$ cat config.mk
export PLATFORM = sky130hd
export DESIGN_NAME = speck_regs
export DESIGN_NICKNAME = d
export VERILOG_FILES = /design/src/rtl/core/speck_pkg.sv /design/src/rtl/core/speck_regs.sv
export SDC_FILE = /design/constraint.sdc
export NUM_CORES = 1
export LEC_CHECK = 0
export BUFFER_PORTS_ARGS = -buffer_cell sky130_fd_sc_hd__buf_2
export CORE_MARGIN = 1.5
export CORE_UTILIZATION = 50
export DETAILED_ROUTE_END_ITERATION = 6
export PLACE_DENSITY = 0.77
export SKIP_LAST_GASP = 1
export SLEW_MARGIN = 10
export SYNTH_ARGS = -nofsm -noshare
export SYNTH_HDL_FRONTEND = slang
export SYNTH_SLANG_ARGS = --single-unit
export TNS_END_PERCENT = 30
$ cat constraint.sdc
create_clock -name clk -period 2.2 [get_ports clk]
set_input_delay 0.11 -clock clk [delete_from_list [all_inputs] [get_ports clk]]
set_output_delay 0.11 -clock clk [all_outputs]
set_load 0.02 [all_outputs]
$ cat src/rtl/core/speck_pkg.sv
`timescale 1ns / 1ps
// ----------------------------------------------------------------------------
// Speck128/256 package
// Shared constants, register codes and word types of the Speck cipher core.
// ----------------------------------------------------------------------------
package speck_pkg;

    localparam int ROUND_COUNT = 34;
    localparam int RND_W       = $clog2(ROUND_COUNT);
    localparam int WORD_W      = 64;
    localparam int ADDR_W      = 6;
    localparam int REG_IDX_W   = 3;

    localparam logic [RND_W-1:0] LAST_ROUND = RND_W'(ROUND_COUNT - 1);

    localparam logic [REG_IDX_W-1:0] REG_KEY0       = 3'd0;
    localparam logic [REG_IDX_W-1:0] REG_KEY1       = 3'd1;
    localparam logic [REG_IDX_W-1:0] REG_KEY2       = 3'd2;
    localparam logic [REG_IDX_W-1:0] REG_KEY3       = 3'd3;
    localparam logic [REG_IDX_W-1:0] REG_NONCE_LOW  = 3'd4;
    localparam logic [REG_IDX_W-1:0] REG_NONCE_HIGH = 3'd5;
    localparam logic [REG_IDX_W-1:0] REG_MODE       = 3'd6;

    localparam logic [1:0] MODE_ENC = 2'd0;
    localparam logic [1:0] MODE_DEC = 2'd1;
    localparam logic [1:0] MODE_CTR = 2'd2;

    typedef logic [WORD_W-1:0] word_t;
    typedef logic [RND_W-1:0]  rnd_t;

    typedef struct packed {
        word_t block_low;
        word_t block_high;
        logic  last_block;
    } in_word_t;

    typedef struct packed {
        word_t result_low;
        word_t result_high;
    } out_word_t;

    typedef struct packed {
        word_t      key0;
        word_t      key1;
        word_t      key2;
        word_t      key3;
        logic [1:0] mode;
        word_t      ctr_high;
        word_t      ctr_low;
    } cfg_t;

    typedef struct packed {
        logic advance;
        logic reload;
    } ctr_cmd_t;

endpackage

$ cat src/rtl/core/speck_regs.sv
`timescale 1ns / 1ps
// ----------------------------------------------------------------------------
// Speck configuration registers
// Register file on the APB port, and the 128-bit CTR counter.
// ----------------------------------------------------------------------------
module speck_regs (
    input  logic                             clk,
    input  logic                             rst_n,
    input  logic                             psel,
    input  logic                             penable,
    input  logic                             pwrite,
    input  logic [speck_pkg::ADDR_W-1:0]     paddr,
    input  speck_pkg::word_t                 pwdata,
    output speck_pkg::word_t                 prdata,
    output logic                             pready,
    input  speck_pkg::ctr_cmd_t              ctr_cmd,
    output speck_pkg::cfg_t                  cfg
);
    import speck_pkg::*;

    word_t                key0_reg, key0_next;
    word_t                key1_reg, key1_next;
    word_t                key2_reg, key2_next;
    word_t                key3_reg, key3_next;
    word_t                nonce_low_reg, nonce_low_next;
    word_t                nonce_high_reg, nonce_high_next;
    logic [1:0]           mode_reg, mode_next;
    logic [2*WORD_W-1:0]  ctr_reg, ctr_next;
    logic                 wr_en;
    logic [REG_IDX_W-1:0] reg_idx;

    assign pready  = 1'b1;
    assign wr_en   = psel & penable & pwrite;
    assign reg_idx = paddr[ADDR_W-1:ADDR_W-REG_IDX_W];

    always_comb
    begin
        key0_next       = key0_reg;
        key1_next       = key1_reg;
        key2_next       = key2_reg;
        key3_next       = key3_reg;
        nonce_low_next  = nonce_low_reg;
        nonce_high_next = nonce_high_reg;
        mode_next       = mode_reg;
        ctr_next        = ctr_reg;
        if (ctr_cmd.advance)
        begin
            ctr_next = ctr_reg + (2*WORD_W)'(1);
        end
        if (ctr_cmd.reload)
        begin
            ctr_next = {nonce_high_reg, nonce_low_reg};
        end
        if (wr_en)
        begin
            case (reg_idx)
                REG_KEY0:       key0_next = pwdata;
                REG_KEY1:       key1_next = pwdata;
                REG_KEY2:       key2_next = pwdata;
                REG_KEY3:       key3_next = pwdata;
                REG_NONCE_LOW:
                begin
                    nonce_low_next = pwdata;
                    ctr_next       = {nonce_high_reg, pwdata};
                end
                REG_NONCE_HIGH:
                begin
                    nonce_high_next = pwdata;
                    ctr_next        = {pwdata, nonce_low_reg};
                end
                REG_MODE:       mode_next = pwdata[1:0];
                default:        ;
            endcase
        end
    end

    always_ff @(posedge clk or negedge rst_n)
    begin
        if (!rst_n)
        begin
            key0_reg       <= '0;
            key1_reg       <= '0;
            key2_reg       <= '0;
            key3_reg       <= '0;
            nonce_low_reg  <= '0;
            nonce_high_reg <= '0;
            mode_reg       <= MODE_ENC;
            ctr_reg        <= '0;
        end
        else
        begin
            key0_reg       <= key0_next;
            key1_reg       <= key1_next;
            key2_reg       <= key2_next;
            key3_reg       <= key3_next;
            nonce_low_reg  <= nonce_low_next;
            nonce_high_reg <= nonce_high_next;
            mode_reg       <= mode_next;
            ctr_reg        <= ctr_next;
        end
    end

    always_comb
    begin
        case (reg_idx)
            REG_KEY0:       prdata = key0_reg;
            REG_KEY1:       prdata = key1_reg;
            REG_KEY2:       prdata = key2_reg;
            REG_KEY3:       prdata = key3_reg;
            REG_NONCE_LOW:  prdata = nonce_low_reg;
            REG_NONCE_HIGH: prdata = nonce_high_reg;
            REG_MODE:       prdata = {{(WORD_W-2){1'b0}}, mode_reg};
            default:        prdata = '0;
        endcase
    end

    assign cfg.key0     = key0_reg;
    assign cfg.key1     = key1_reg;
    assign cfg.key2     = key2_reg;
    assign cfg.key3     = key3_reg;
    assign cfg.mode     = mode_reg;
    assign cfg.ctr_high = ctr_reg[2*WORD_W-1:WORD_W];
    assign cfg.ctr_low  = ctr_reg[WORD_W-1:0];

endmodule

# Word-level counts from Yosys, hierarchy flattened
# Cells that the tools add are included.
# word_totals
regBits,514
inputBits,77
output_inout_bits,451
elab_cells,30
# op_classes
bitwise_logic,2
n_reduce_logical,8
n_eq_ne,6
n_mux,5
addsub,1
# op_table
cell,n
$pmux W64 S7,1
$mux W128,3
$pmux W128 S2,1
$add A128 B1 Y128 const B,1
$reduce_and A2 Y1,7
$eq A3 B3 Y1 const B,3
$eq A3 B2 Y1 const B,2
$eq A3 B1 Y1 const B,1
$logic_not A3 Y1,1
$and A1 B1 Y1,2

# Logic depth before layout (Yosys ltp)
# logic_depth
depth_word,5
mapped_depth,9
mapped_depth_nobuf,7

# Worst setup path before layout
# No wires, ideal clock.
# synth_path
kind,register to register
start,register ctr_reg[42]
end,register ctr_reg[89]
path_slack_ps,-242
required_ps,2131
setup_time_ps,69
path_buffers,2
path_stages_with_launch,9
period_less_slack_ps,2442
arrival_time_ps,2373
path_cell_list,dfrtp_1 > buf_2 > and4_1 > and3_1 > buf_2 > nand4_4 > or4_4 > or4_1 > nand3_1
# synth_via
elab_chain_cells,5
# synth_rtl
item,line,source
"start, declared",speck_regs.sv:28,"logic [2*WORD_W-1:0] ctr_reg, ctr_next;"
"start signal, assigned",speck_regs.sv:99,ctr_reg <= ctr_next;
$add A128 B1 Y128 *,speck_regs.sv:48,ctr_next = ctr_reg + (2*WORD_W)'(1);
$mux W128 *,speck_regs.sv:46,if (ctr_cmd.advance)
$mux W128 *,speck_regs.sv:50,if (ctr_cmd.reload)
$pmux W128 S2,speck_regs.sv:56,case (reg_idx)
$mux W128 *,speck_regs.sv:54,if (wr_en)
via ctr_next[89],speck_regs.sv:28,
# The timed path passes the listed nets; every way through them passes the cells marked *.
# A chain may end at the register's enable or synchronous reset.

# Worst setup path in the final report
# layout_path
start,register ctr_reg[39]
end,register ctr_reg[76]
# Same word-level chain as after synthesis.

==> load_flow_metrics.sql <==
INSERT INTO impl_metrics (metric_group, metric, value, unit) VALUES
('run_status', 'run_status', 'finished with violations', ''),
('run_status', 'violations', 'negative setup slack', ''),
('sta', 'finalWorstPathRequiredPeriod', '2.46', 'ns'),
('cells_and_area', 'drive_gt1_frac', '0.445', ''),
('sta', 'rsz0062_at_grt', 'true', ''),
('worst_setup_path', 'timing_worst_setup_path_type', 'flop to flop', ''),
('die', 'start_util', '0.505', ''),
('logic_synthesis', 'synth_edf_count', '0', ''),
('worst_setup_path', 'critical_path.max_fanout', '6', ''),
('die', 'floorplan.io_pins', '528', ''),
('logic_synthesis', 'synth.distinct_cells', '67', ''),
('global_routing', 'global_route.usage.total', '0.439', ''),
('detailed_routing', 'route.detailed.vias_per_inst', '6.37', ''),
('power', 'vdd_drop_max', '0.833', 'mV'),
('cells_and_area', 'area_used_by_multi_input_combinational_logic', '12500', 'um^2'),
('clocking', 'clock_tree.htree_level_count', '2', ''),
('logic_synthesis', 'mappedNetlistNets', '2559', ''),
('hold_path', 'hold_path_class', 'primary input to async pin', ''),
('sta', 'setup_violations', '75', ''),
('worst_setup_path', 'worst_r2r_path_depth', '8', ''),
('detailed_routing', 'drc', '0', ''),
('die', 'die_area', '51900', 'um^2'),
('cells_and_area', 'largest_register_ff_count', '128', ''),
('sta', 'slew_headroom', '0.219', ''),
('detailed_routing', 'vias', '26700', ''),
('sta', 'final_min_period_over_clock_period', '1.12', ''),
('worst_setup_path', 'timing.rr.end', 'ctr_reg[76]', ''),
('sta', 'max_freq', '407', 'MHz'),
('sta', 'report.final.slew_viol_count', '0', ''),
('global_routing', 'overflow', '0', ''),
('cells_and_area', 'area.sequential', '12900', 'um^2'),
('logic_synthesis', 'synth_top_flop_cell', 'sky130_fd_sc_hd__dfrtp_1', ''),
('global_routing', 'grt_pass1_vias', '26200', ''),
('logic_synthesis', 'asyncSetResetFlopFracSynth', '1.00', ''),
('die', 'floorplan.die.width', '228', 'um'),
('logic_synthesis', 'synth.yosys.warnings', '0', ''),
('placement', 'dpl.hpwl', '84.6', 'mm'),
('clocking', 'ctsLongestPathBuffers', '3', ''),
('cells_and_area', 'fillerInstances', '3659', ''),
('logic_synthesis', 'post-synth-top-area-cell', 'sky130_fd_sc_hd__dfrtp_1', ''),
('sta', 'layout_setup_ws', '-0.259', 'ns'),
('worst_setup_path', 'endpoint_kind', 'flop', ''),
('cells_and_area', 'layout.nets', '3551', ''),
('logic_synthesis', 'post-synth-top-area-fraction', '0.509', ''),
('worst_setup_path', 'rr_startpoint', 'ctr_reg[39]', ''),
('logic_synthesis', 'seq_total_area_yosys', '0.509', ''),
('power', 'power.density', '911', 'nW/um^2'),
('clocking', 'clkTransAtPathRegs', '0.07', 'ns'),
('detailed_routing', 'detail_route.first_pass.iterations', '6', ''),
('clocking', 'cts_tree', 'built', ''),
('clocking', 'cts_root_buffer', 'sky130_fd_sc_hd__clkbuf_16', ''),
('detailed_routing', 'drt-wirelength-per-cell', '27.6', 'um'),
('die', 'area_of_the_core_region', '50100', 'um^2'),
('global_routing', 'grt_max_degree', '98', ''),
('global_routing', 'grt_antenna_before_repair', '3', ''),
('sta', 'clock_skew', '0.0449', 'ns'),
('clocking', 'cts_num_sinks', '514', ''),
('logic_synthesis', 'post_synth_inst_count', '2481', ''),
('global_routing', 'grt_first_pass_wirelength', '172', 'mm'),
('power', 'report.power.total', '32700', 'uW'),
('detailed_routing', 'iteration_0_drc_markers', '3522', ''),
('worst_setup_path', 'timing.reg2reg.setup_slack', '-0.26', 'ns'),
('worst_setup_path', 'worstSetupStartpointType', 'flop', ''),
('detailed_routing', 'final_routed_wirelength_across_all_metal_layers', '116', 'mm'),
('cells_and_area', 'area_delta_synth_final', '42.1', '%'),
('placement', 'port-buffer-count', '523', ''),
('clocking', 'numCtsBuffers', '55', ''),
('placement', 'gpl.final_weighted_congestion', '1.07', ''),
('sta', 'tightest_slew', '1.17', 'ns'),
('die', 'floorplan.die.height', '228', 'um'),
('logic_synthesis', 'syn_avg_cell_area', '10.2', 'um^2'),
('clocking', 'clock_latency', '0.65', 'ns'),
('sta', 'finalHoldViolations', '0', ''),
('sta', 'setup_tns', '-6.54', 'ns'),
('die', 'placementRows', '82', ''),
('worst_setup_path', 'cp.required', '2.75', 'ns'),
('detailed_routing', 'antenna_left', '0', ''),
('run', 'max-cap-violations', '0', ''),
('worst_setup_path', 'crit_arrival', '3.01', 'ns'),
('logic_synthesis', 'post_synth_main_area_contributors', 'sky130_fd_sc_hd__dfrtp_1, sky130_fd_sc_hd__mux2_2, sky130_fd_sc_hd__nand2_1', ''),
('power', 'p_leak', '0.0173', 'uW'),
('logic_synthesis', 'synthesis.area', '25300', 'um^2'),
('logic_synthesis', 'synth-seq-cells', '514', '');
[stage by stage]
step	worst slack (ns)	cells	area (um^2)	hold slack (ns)	util
final	-0.259	4193	35900	0.122	0.717
after detailed placement	-0.320	3968	32200	0.0404	0.643
after global placement	-0.343	3968	32200	0.0326	0.643
after floorplan	-0.0952	2481	25500	-0.186	-
after global routing	-0.323	4193	35900	0.144	0.717
after CTS	-0.153	4165	35300	0.101	0.705
[how the worst max path moves through the flow]
stage	from	end	slack (ns)	depth (start not counted)
after global routing	ctr_reg[39]	ctr_reg[76]	-0.32	8
after CTS	ctr_reg[5]	ctr_reg[105]	-0.15	7
after floorplan	ctr_reg[53]	ctr_reg[85]	-0.1	8
final	ctr_reg[39]	ctr_reg[76]	-0.26	8
after detailed placement	ctr_reg[0]	ctr_reg[60]	-0.32	10
after global placement	ctr_reg[6]	ctr_reg[92]	-0.34	10
[per-layer routing]
layer  vias up  part of all wire  global-route usage
met2      2084              0.44               0.662
li1      11000                 -                   -
met1     13200              0.39               0.606
met3       401              0.12              0.0989
met5         -          0.000086                   0
met4         2             0.052               0.199
[cells by family after synthesis]
logic type,count (synthesis),synth area share
other cells,1,0.000148
flops,514,0.509
buf+inv,170,0.0261
fa+ha+maj,1,0.000495
xor+xnor,86,0.0298
simple gates,1054,0.200
compound gates,363,0.104
mux,292,0.132
[final cells by class]
| class | count | area share |
|---|---|---|
| Antenna cell | 1 | 0.0000697 |
| Clock buffer | 84 | 0.0466 |
| Clock inverter | 20 | 0.00847 |
| Inverter | 24 | 0.00251 |
| Multi-Input combinational cell | 1797 | 0.348 |
| Sequential cell | 514 | 0.361 |
| Tap cell | 672 | 0.0234 |
| Timing Repair Buffer | 1081 | 0.210 |
[cell usage in the layout (no fill, tap or decap), drive strengths merged, types with 6 or more instances in the layout]
cell type / synthesis / routed
dfrtp: 514 / 514
a21oi: 29 / 29
a21boi: 21 / 21
mux2i: 24 / 24
nand3: 151 / 151
nor2: 86 / 86
nor4: 63 / 63
and2: 18 / 18
buf: 31 / 1013
nand4: 74 / 74
mux4: 6 / 6
clkbuf: 115 / 84
dlygate4sd3: 0 / 68
a22oi: 163 / 163
o211ai: 76 / 76
mux2: 262 / 262
xnor2: 69 / 69
or4: 17 / 17
clkinv: 1 / 9
xor2: 17 / 17
nor3: 56 / 56
o22ai: 38 / 38
and3: 14 / 14
nand2: 535 / 535
or2: 8 / 8
inv: 23 / 25
or3: 10 / 10
a31oi: 7 / 7
[synthesized netlist by cell type, types with 53 or more instances]
| library cell | count |
|---|---|
| sky130_fd_sc_hd__a22oi_1 | 163 |
| sky130_fd_sc_hd__clkbuf_1 | 115 |
| sky130_fd_sc_hd__dfrtp_1 | 514 |
| sky130_fd_sc_hd__mux2_2 | 262 |
| sky130_fd_sc_hd__nand2_1 | 534 |
| sky130_fd_sc_hd__nand3_1 | 147 |
| sky130_fd_sc_hd__nand4_1 | 69 |
| sky130_fd_sc_hd__nor2_1 | 85 |
| sky130_fd_sc_hd__nor3_1 | 53 |
| sky130_fd_sc_hd__nor4_1 | 56 |
| sky130_fd_sc_hd__o211ai_1 | 76 |
| sky130_fd_sc_hd__xnor2_1 | 69 |
[worst max-delay path, cell delays in order, from the launching register on]
cell	delay, ns
sky130_fd_sc_hd__dfrtp_2	0.38
sky130_fd_sc_hd__nand4_1	0.28
sky130_fd_sc_hd__nor2_2	0.21
sky130_fd_sc_hd__buf_6	0.13
sky130_fd_sc_hd__nand4_1	0.15
sky130_fd_sc_hd__buf_6	0.21
sky130_fd_sc_hd__or3_4	0.33
sky130_fd_sc_hd__or4_1	0.47
sky130_fd_sc_hd__a31oi_1	0.19
[what timing repair did]
action | in CTS | in global routing
buffers inserted | 29 | 32
resized for setup | 46 | 73
hold buffers | 68 | 0
endpoints found under the hold margin | 868 | 0
gates cloned | 1 | 0
pin swaps | 34 | 52
endpoints found under the setup margin | 65 | 88
[where the power goes]
| group | total [uW] | internal [uW] | leakage [uW] | switching, uW |
|---|---|---|---|---|
| registers | 13100 | 11300 | 0.00651 | 1830 |
| clock network | 10100 | 5880 | 0.000957 | 4200 |
| logic | 9500 | 3710 | 0.00985 | 5780 |
| total | 32700 | 20900 | 0.0173 | 11800 |
(Power assumes the default switching activity.)
