### src/rtl/core/speck_pkg.sv
`timescale 1ns / 1ps
// ----------------------------------------------------------------------------
// Speck128/256 package
// Shared constants, register codes and word types of the Speck cipher core.
// ----------------------------------------------------------------------------
package speck_pkg;

    localparam int ROUND_COUNT = 34;
    localparam int RND_W       = $clog2(ROUND_COUNT);
    localparam int WORD_W      = 64;
    localparam int ADDR_W      = 6;
    localparam int REG_IDX_W   = 3;

    localparam logic [RND_W-1:0] LAST_ROUND = RND_W'(ROUND_COUNT - 1);

    localparam logic [REG_IDX_W-1:0] REG_KEY0       = 3'd0;
    localparam logic [REG_IDX_W-1:0] REG_KEY1       = 3'd1;
    localparam logic [REG_IDX_W-1:0] REG_KEY2       = 3'd2;
    localparam logic [REG_IDX_W-1:0] REG_KEY3       = 3'd3;
    localparam logic [REG_IDX_W-1:0] REG_NONCE_LOW  = 3'd4;
    localparam logic [REG_IDX_W-1:0] REG_NONCE_HIGH = 3'd5;
    localparam logic [REG_IDX_W-1:0] REG_MODE       = 3'd6;

    localparam logic [1:0] MODE_ENC = 2'd0;
    localparam logic [1:0] MODE_DEC = 2'd1;
    localparam logic [1:0] MODE_CTR = 2'd2;

    typedef logic [WORD_W-1:0] word_t;
    typedef logic [RND_W-1:0]  rnd_t;

    typedef struct packed {
        word_t block_low;
        word_t block_high;
        logic  last_block;
    } in_word_t;

    typedef struct packed {
        word_t result_low;
        word_t result_high;
    } out_word_t;

    typedef struct packed {
        word_t      key0;
        word_t      key1;
        word_t      key2;
        word_t      key3;
        logic [1:0] mode;
        word_t      ctr_high;
        word_t      ctr_low;
    } cfg_t;

    typedef struct packed {
        logic advance;
        logic reload;
    } ctr_cmd_t;

endpackage

### src/rtl/core/speck_round.sv
`timescale 1ns / 1ps
// ----------------------------------------------------------------------------
// Speck round unit
// One encryption round, one decryption round and one key schedule step.
// ----------------------------------------------------------------------------
module speck_round (
    input  speck_pkg::word_t x,
    input  speck_pkg::word_t y,
    input  speck_pkg::word_t enc_key,
    input  speck_pkg::word_t dec_key,
    input  speck_pkg::word_t lane,
    input  speck_pkg::rnd_t  idx,
    output speck_pkg::word_t enc_x,
    output speck_pkg::word_t enc_y,
    output speck_pkg::word_t dec_x,
    output speck_pkg::word_t dec_y,
    output speck_pkg::word_t key_next,
    output speck_pkg::word_t lane_next
);
    import speck_pkg::*;

    word_t enc_sum;
    word_t dec_mix;
    word_t dec_diff;

    assign enc_sum = {x[7:0], x[63:8]} + y;
    assign enc_x   = enc_sum ^ enc_key;
    assign enc_y   = {y[60:0], y[63:61]} ^ enc_x;

    assign dec_mix  = x ^ y;
    assign dec_y    = {dec_mix[2:0], dec_mix[63:3]};
    assign dec_diff = (x ^ dec_key) - dec_y;
    assign dec_x    = {dec_diff[55:0], dec_diff[63:56]};

    assign lane_next = (enc_key + {lane[7:0], lane[63:8]}) ^ {{(WORD_W-RND_W){1'b0}}, idx};
    assign key_next  = {enc_key[60:0], enc_key[63:61]} ^ lane_next;

endmodule

### src/rtl/core/speck_engine.sv
`timescale 1ns / 1ps
// ----------------------------------------------------------------------------
// Speck round sequencer
// Drives the shared round unit, keeps the round key store and the output word.
// ----------------------------------------------------------------------------
module speck_engine (
    input  logic                 clk,
    input  logic                 rst_n,
    input  logic                 in_valid,
    output logic                 in_ready,
    input  speck_pkg::in_word_t  in_data,
    output logic                 out_valid,
    input  logic                 out_ready,
    output speck_pkg::out_word_t out_data,
    input  speck_pkg::cfg_t      cfg,
    output speck_pkg::ctr_cmd_t  ctr_cmd
);
    import speck_pkg::*;

    localparam logic [2:0] ST_IDLE   = 3'd0;
    localparam logic [2:0] ST_EXPAND = 3'd1;
    localparam logic [2:0] ST_PRIME  = 3'd2;
    localparam logic [2:0] ST_DEC    = 3'd3;
    localparam logic [2:0] ST_ENC    = 3'd4;
    localparam logic [2:0] ST_DONE   = 3'd5;

    logic [2:0]          state_reg, state_next;
    rnd_t                rnd_reg, rnd_next;
    logic                out_valid_reg, out_valid_next;
    logic                ctr_mode_reg, ctr_mode_next;
    word_t               x_reg, x_next;
    word_t               y_reg, y_next;
    word_t               k_reg, k_next;
    word_t               l0_reg, l0_next;
    word_t               l1_reg, l1_next;
    word_t               l2_reg, l2_next;
    logic [2*WORD_W-1:0] data_reg, data_next;
    out_word_t           out_reg, out_next;
    word_t               rk_q;
    word_t               key_mem [ROUND_COUNT];

    word_t               enc_x, enc_y, dec_x, dec_y, key_step, lane_step;
    logic                accept;
    logic                out_free;
    logic                mem_wr;
    logic                mem_rd;
    rnd_t                rd_addr;
    logic [2*WORD_W-1:0] result;

    speck_round u_round (
        .x         (x_reg),
        .y         (y_reg),
        .enc_key   (k_reg),
        .dec_key   (rk_q),
        .lane      (l0_reg),
        .idx       (rnd_reg),
        .enc_x     (enc_x),
        .enc_y     (enc_y),
        .dec_x     (dec_x),
        .dec_y     (dec_y),
        .key_next  (key_step),
        .lane_next (lane_step)
    );

    assign in_ready  = (state_reg == ST_IDLE);
    assign accept    = in_valid & in_ready;
    assign out_free  = !out_valid_reg || out_ready;
    assign out_valid = out_valid_reg;
    assign out_data  = out_reg;

    assign ctr_cmd.advance = accept && (cfg.mode == MODE_CTR);
    assign ctr_cmd.reload  = accept && (cfg.mode == MODE_CTR) && in_data.last_block;

    assign mem_wr  = (state_reg == ST_EXPAND);
    assign mem_rd  = (state_reg == ST_PRIME) || ((state_reg == ST_DEC) && (rnd_reg != '0));
    assign rd_addr = (state_reg == ST_PRIME) ? LAST_ROUND : rnd_reg - RND_W'(1);
    assign result  = ctr_mode_reg ? (data_reg ^ {x_reg, y_reg}) : {x_reg, y_reg};

    always_comb
    begin
        state_next     = state_reg;
        rnd_next       = rnd_reg;
        out_valid_next = out_valid_reg;
        ctr_mode_next  = ctr_mode_reg;
        x_next         = x_reg;
        y_next         = y_reg;
        k_next         = k_reg;
        l0_next        = l0_reg;
        l1_next        = l1_reg;
        l2_next        = l2_reg;
        data_next      = data_reg;
        out_next       = out_reg;
        if (out_valid_reg && out_ready)
        begin
            out_valid_next = 1'b0;
        end
        case (state_reg)
            ST_IDLE:
            begin
                if (accept)
                begin
                    ctr_mode_next = (cfg.mode == MODE_CTR);
                    data_next     = {in_data.block_high, in_data.block_low};
                    if (cfg.mode == MODE_CTR)
                    begin
                        x_next = cfg.ctr_high;
                        y_next = cfg.ctr_low;
                    end
                    else
                    begin
                        x_next = in_data.block_high;
                        y_next = in_data.block_low;
                    end
                    k_next     = cfg.key0;
                    l0_next    = cfg.key1;
                    l1_next    = cfg.key2;
                    l2_next    = cfg.key3;
                    rnd_next   = '0;
                    state_next = (cfg.mode == MODE_DEC) ? ST_EXPAND : ST_ENC;
                end
            end
            ST_EXPAND:
            begin
                k_next  = key_step;
                l0_next = l1_reg;
                l1_next = l2_reg;
                l2_next = lane_step;
                if (rnd_reg == LAST_ROUND)
                begin
                    state_next = ST_PRIME;
                end
                else
                begin
                    rnd_next = rnd_reg + RND_W'(1);
                end
            end
            ST_PRIME:
            begin
                state_next = ST_DEC;
            end
            ST_DEC:
            begin
                x_next = dec_x;
                y_next = dec_y;
                if (rnd_reg == '0)
                begin
                    state_next = ST_DONE;
                end
                else
                begin
                    rnd_next = rnd_reg - RND_W'(1);
                end
            end
            ST_ENC:
            begin
                x_next  = enc_x;
                y_next  = enc_y;
                k_next  = key_step;
                l0_next = l1_reg;
                l1_next = l2_reg;
                l2_next = lane_step;
                if (rnd_reg == LAST_ROUND)
                begin
                    state_next = ST_DONE;
                end
                else
                begin
                    rnd_next = rnd_reg + RND_W'(1);
                end
            end
            ST_DONE:
            begin
                if (out_free)
                begin
                    out_next.result_high = result[2*WORD_W-1:WORD_W];
                    out_next.result_low  = result[WORD_W-1:0];
                    out_valid_next       = 1'b1;
                    state_next           = ST_IDLE;
                end
            end
            default:
            begin
                state_next = ST_IDLE;
            end
        endcase
    end

    always_ff @(posedge clk or negedge rst_n)
    begin
        if (!rst_n)
        begin
            state_reg     <= ST_IDLE;
            rnd_reg       <= '0;
            out_valid_reg <= 1'b0;
            ctr_mode_reg  <= 1'b0;
        end
        else
        begin
            state_reg     <= state_next;
            rnd_reg       <= rnd_next;
            out_valid_reg <= out_valid_next;
            ctr_mode_reg  <= ctr_mode_next;
        end
    end

    always_ff @(posedge clk)
    begin
        x_reg    <= x_next;
        y_reg    <= y_next;
        k_reg    <= k_next;
        l0_reg   <= l0_next;
        l1_reg   <= l1_next;
        l2_reg   <= l2_next;
        data_reg <= data_next;
        out_reg  <= out_next;
    end

    always_ff @(posedge clk)
    begin
        if (mem_wr)
        begin
            key_mem[rnd_reg] <= k_reg;
        end
        if (mem_rd)
        begin
            rk_q <= key_mem[rd_addr];
        end
    end

    a_busy_after_accept: assert property (@(posedge clk) disable iff (!rst_n)
        accept |=> !in_ready)
        else $error("engine still ready after taking a word");

    a_done_holds: assert property (@(posedge clk) disable iff (!rst_n)
        (state_reg == ST_DONE) && !out_free |=> (state_reg == ST_DONE) && out_valid_reg)
        else $error("finished word lost while the output was full");

    a_round_range: assert property (@(posedge clk) disable iff (!rst_n)
        (state_reg == ST_ENC) || (state_reg == ST_DEC) || (state_reg == ST_EXPAND)
        |-> rnd_reg <= LAST_ROUND)
        else $error("round index out of range");

    a_prime_from_expand: assert property (@(posedge clk) disable iff (!rst_n)
        (state_reg == ST_PRIME) |-> $past(state_reg) == ST_EXPAND
        && $past(rnd_reg) == LAST_ROUND)
        else $error("key store read before it was filled");

    a_ctr_cmd: assert property (@(posedge clk) disable iff (!rst_n)
        ctr_cmd.reload |-> ctr_cmd.advance && accept)
        else $error("counter reload outside a CTR word");

endmodule
### config.mk
export PLATFORM = sky130hd
export DESIGN_NAME = speck_engine
export DESIGN_NICKNAME = d
export VERILOG_FILES = /design/src/rtl/core/speck_pkg.sv /design/src/rtl/core/speck_round.sv /design/src/rtl/core/speck_engine.sv
export SDC_FILE = /design/constraint.sdc
export NUM_CORES = 2
export LEC_CHECK = 0
export BUFFER_PORTS_ARGS = -buffer_cell sky130_fd_sc_hd__buf_2
export CAP_MARGIN = 10
export CORE_ASPECT_RATIO = 1.2
export CORE_MARGIN = 2
export CORE_UTILIZATION = 55
export CTS_CLUSTER_DIAMETER = 200
export CTS_CLUSTER_SIZE = 14
export DETAILED_ROUTE_END_ITERATION = 16
export PLACE_DENSITY = 0.81
export SLEW_MARGIN = 20
export SYNTH_ARGS = -nofsm -noshare
export SYNTH_HDL_FRONTEND = slang
export SYNTH_HIERARCHICAL = 1
export SYNTH_SLANG_ARGS = --single-unit
### constraint.sdc
create_clock -name clk -period 12.9 [get_ports clk]
set_input_delay 2.58 -clock clk [delete_from_list [all_inputs] [get_ports clk]]
set_output_delay 2.58 -clock clk [all_outputs]
set_load 0.02 [all_outputs]
# After elaboration in Yosys (flattened, before gate mapping)
# Memory sizes are Yosys's and may differ from the RTL's. A register that Yosys moved wholly into a read port is not among the register bits.
# Cells that the tools add are included.
# classes
add_sub_neg,5
eq_ne,15
muxes,32
bitwise,8
reduce_logical,20
# ops
operator,n
2-to-1 mux 64 bit,8
one-hot mux 64 bit (2 select lines),4
one-hot mux 64 bit (3 select lines),2
bitwise XOR 64 bit,5
adder 64 bit,2
2-to-1 mux 128 bit,1
bitwise XOR 128 bit,1
subtractor 64 bit,1
bitwise XOR 64 x 6 -> 64 bit,1
2-to-1 mux 6 bit,4
2-to-1 mux 3 bit,6
one-hot mux 3 bit (6 select lines),1
one-hot mux 6 bit (3 select lines),1
inequality test 2 bit (second input constant),4
AND reduction 2 bit,4
adder 6 x 1 -> 6 bit (second input constant),1
equality test 3 x 2 -> 1 bit (second input constant),2
equality test 3 bit (second input constant),2
equality test 6 bit (second input constant),1
zero test 6 bit,1
inequality test 2 x 1 -> 1 bit (second input constant),3
nonzero test 3 bit,2
nonzero test 6 bit,1
subtractor 6 x 1 -> 6 bit (second input constant),1
13 further kinds,21
# totals
regBits,651
mem_bits_rw,2176
output_inout_bits,132
memories,1
# memory_table
memory,depth,width,rd,rd_ports_with_merged_regs,write_ports,line,source
key_mem,34,64,1,1,1,speck_engine.sv:40,word_t key_mem [ROUND_COUNT];

# Logic depth before layout (Yosys ltp)
# depth
word_depth,4
mapped_depth,16

# Cells and area by module
# The synthesis kept the hierarchy.
# modules_own_cells
mod,n_inst,cells_per_inst,area_per_inst_um2,seq_area_each_um2
speck_engine,1,7824,116661.9,86758.2
speck_round,1,1957,13967.1,0.0

# Least setup slack after synthesis
# OpenSTA, ideal clock, no wires.
# synth_path
path_kind,input port to flip-flop
startpoint,input port in_valid
endpoint,register k_reg[0] (enable)
setup_time_ns,0.883
arrival_time_ns,13.497
path_slack_ns,-1.480
stages,3
path_buffers,0
cell_sequence,nor2_1 > o21a_1 > nor2_1
# synth_between
elab_chain_len,3
# synth_lines
element,line,source
from (decl),speck_engine.sv:9,"input logic in_valid,"
bitwise AND 1 bit,speck_engine.sv:66,assign accept = in_valid & in_ready;
inequality test 2 x 1 -> 1 bit (no line),-,
AND reduction 2 bit (no line),-,
to (signal assigned),speck_engine.sv:210,k_reg <= k_next;
to (decl),speck_engine.sv:33,"word_t k_reg, k_next;"
# Every way passes these cells.
# A chain may end at the register's enable or synchronous reset.

# Final worst setup path
# layout_path
startpoint,register rnd_reg[0]
endpoint,"register rk_q[2], read port of key_mem (data pin)"
# layout_between
elab_chain_len,3
elab_cells_between_ends,5
# layout_lines
element,line,source
from (decl),speck_engine.sv:28,"rnd_t rnd_reg, rnd_next;"
from (signal assigned),speck_engine.sv:200,rnd_reg <= rnd_next;
"parallel branches: the longest is 3 deep, another holds subtractor 6 x 1 -> 6 bit",-,
to (decl),speck_engine.sv:39,word_t rk_q;
# Parallel ways; which one is timed is not known.

==> metrics.csv <==
stage,metric,value,unit
floorplan,core area,237000,um2
synth,largest area contributor in the netlist,edfxtp_1,
timing,RSZ-0062 raised after global routing,no,
synth,syn nets,10500,
grt,initial antenna violation count,17,
floorplan,Initial Util,0.551,
cts,CTS Hold Buffers Added,0,
synth,Mapped Area,131000,um2
route,remaining antenna violation count,0,
synth,Ys Warns,6,
placed_design,HPWL Detailed,264000,um
grt,gr busiest metal,met2,
outcome,status,"complete, no violations",
synth,register area share after synthesis,0.664,
layout,Largest register FFs,2176,
synth,"EDFF count, synth",2880,
run,max cap viols,0,
worst_hold_path,HP Class,reg2reg,
grt,met3 Usage GRT,0.0741,
cts,clock slew at the register clock pins of the worst setup and hold paths,80,ps
route,vias post-DR,89500,
grt,vias in the first global route,87400,
route,Avg Vias per Cell,6.65,
timing,endpoints failing setup,0,
layout,Area Overhead vs Synth,9.97,%
synth,Syn Area/Cell,13.4,um2
layout,fin area,144000,um2
placed_design,Final Wtd Congestion,1.03,
floorplan,Row Count,196,
floorplan,I/O pins,651,
worst_setup_path,Crit Path Max Fanout,167,
synth,Synth area leaders,"edfxtp_1, nand2_1, xnor2_1",
timing,Final Max Tran Viols,0,
timing,crit share post-route,0.509,
worst_setup_path,crit path cell chain,"buf_4, buf_12, buf_4, or4_1, and2_2, buf_4, nand2_1, a21oi_1, nor4_1, a311oi_1",
timing,fmax,0.152,GHz
route,DRT iter0 DRCs,13700,
timing,WHS,487,ps
grt,M1 GR Usage,0.431,
synth,top cell type's share of synthesized area,0.662,
synth,top-count cell post-synth,edfxtp_1,
cts,clk buf depth,3,
timing,post-route minimum period,6560,ps
worst_setup_path,crit path launch type,register,
floorplan,Die W,449,um
layout,share of layout cells above drive strength 1,0.141,
cts,htree depth,4,
route,average wire per standard cell,30.4,um
synth,Yosys reg bits,2891,
layout,Fillers,17300,
layout,Nets,11000,
route,Routed WL,409000,um
worst_setup_path,"Slowest-stage cell, CP",buf_4,
synth,Cells after Synth,9781,
cts,Post-CTS Setup Inserts,0,
timing,Worst Tran Pin Value,1350,ps
worst_setup_path,CP endpoint kind,register,
grt,GR Util All Layers,0.331,
grt,Overflow after GRT,0,
cts,CTS tree,built,
worst_setup_path,Crit Path Category,reg2reg,
cts,latest clock arrival within the worst-skew pair,940,ps
placed_design,Port Buf Inserts,650,
synth,Synth Flop Type,edfxtp_1,
worst_setup_path,most frequent CP cell,buf_4,
cts,CTS Buf Count,224,
grt,pin count of the biggest net entering global routing,185,
cts,Root Buffer,clkbuf_16,
synth,"FFs w/ async S/R, synth",0.00380,
worst_setup_path,Critical Path RT,13470,ps
cts,CTS Sinks,2891,
timing,Final Hold Vio Count,0,
timing,Setup TNS,0,ps
synth,Post-synth top cells,"edfxtp_1, nand2_1, clkbuf_1",
timing,Slew HR,0.102,
route,DRT Pass-1 Iters,8,
floorplan,Die H,538,um
grt,first-pass GRT wire length,586000,um
layout,Layout Utilization,0.606,
worst_setup_path,Critical Path Max Stage Delay,820,ps
layout,multi-input logic area,41400,um2
synth,"Distinct cells, synth",86,
timing,Max Clock Skew,67.1,ps
layout,Register Area,86800,um2
placed_design,placed inst area,138000,um2
cts,cts repair resizes,0,
route,drc violations,0,
floorplan,die area,241000,um2
grt,met2 usage,0.531,
worst_setup_path,CP arrival,7130,ps
==> cell families (layout without fill, tap and decap cells) <==
kind of cell	after synthesis	after routing	share of synthesized area
buffers and inverters	755	1258	0.0224
DFF	2891	2891	0.664
and+or+nand+nor	2711	2711	0.0898
muxes	466	466	0.0481
AOI/OAI and AO/OA	2116	2116	0.112
other	0	6	0
adders and majority gates	196	196	0.0189
xor gates and xnor gates	646	646	0.0448
==> metal layers <==
layer / wire length, um / vias up
li1: - / 37700
met1: 143000 / 43700
met2: 190000 / 6948
met3: 54600 / 1132
met4: 21300 / 8
met5: 48 / -
==> path summary, 6_finish.rpt <==
kind	slack, ps	cells after the start	startpoint	end
worst max-delay path	6340	10	rnd_reg[0]	rk_q[2]
worst min-delay path	490	2	l1_reg[53]	l0_reg[53]
worst max register to register	6340	10	rnd_reg[0]	rk_q[2]
worst min register to register	490	2	l1_reg[53]	l0_reg[53]
max in group asynchronous	11050	1	rst_n	ctr_mode_reg
min in group asynchronous	1540	1	rst_n	rnd_reg[3]
==> metrics by stage <==
stage	instances	setup slack, ps
after detailed placement	13200	6430
after global routing	13500	6370
final	13500	6340
after CTS	13500	6430
after floorplan	9781	110
after global placement	13200	6430
==> cell usage in the layout, fill, tap and decap left out, types with 177 or more instances in the layout <==
cell       instances
edfxtp_1        2880
nand2_1         1634
buf_2            650
o21ai_0          455
xnor2_1          367
a21oi_1          321
xor2_1           264
nor2_1           238
clkbuf_16        224
mux2i_1          212
a211oi_1         204
nor3_1           202
ha_1             192
buf_4            189
nand3_1          177
==> worst max-delay path: cells and delay by family, from the launching register on <==
| kind | cells | cell delay, ps |
|---|---|---|
| buf+inv | 4 | 2570 |
| simple gates | 4 | 1580 |
| compound gates | 2 | 1050 |
| flops | 1 | 440 |
==> final cells by class <==
| type | count | share of cell area |
|---|---|---|
| clock inverter | 16 | 0.00226 |
| antenna | 6 | 0.000105 |
| timing repair buffer | 852 | 0.0344 |
| inverter | 138 | 0.00364 |
| tap | 3168 | 0.0276 |
| clock buffer | 252 | 0.0398 |
| multi-input combinational | 6135 | 0.288 |
| sequential | 2891 | 0.604 |
Power is left out: the tool's default activity adds up to more than one toggle a clock period on the data nets, which glitch-free logic cannot reach.
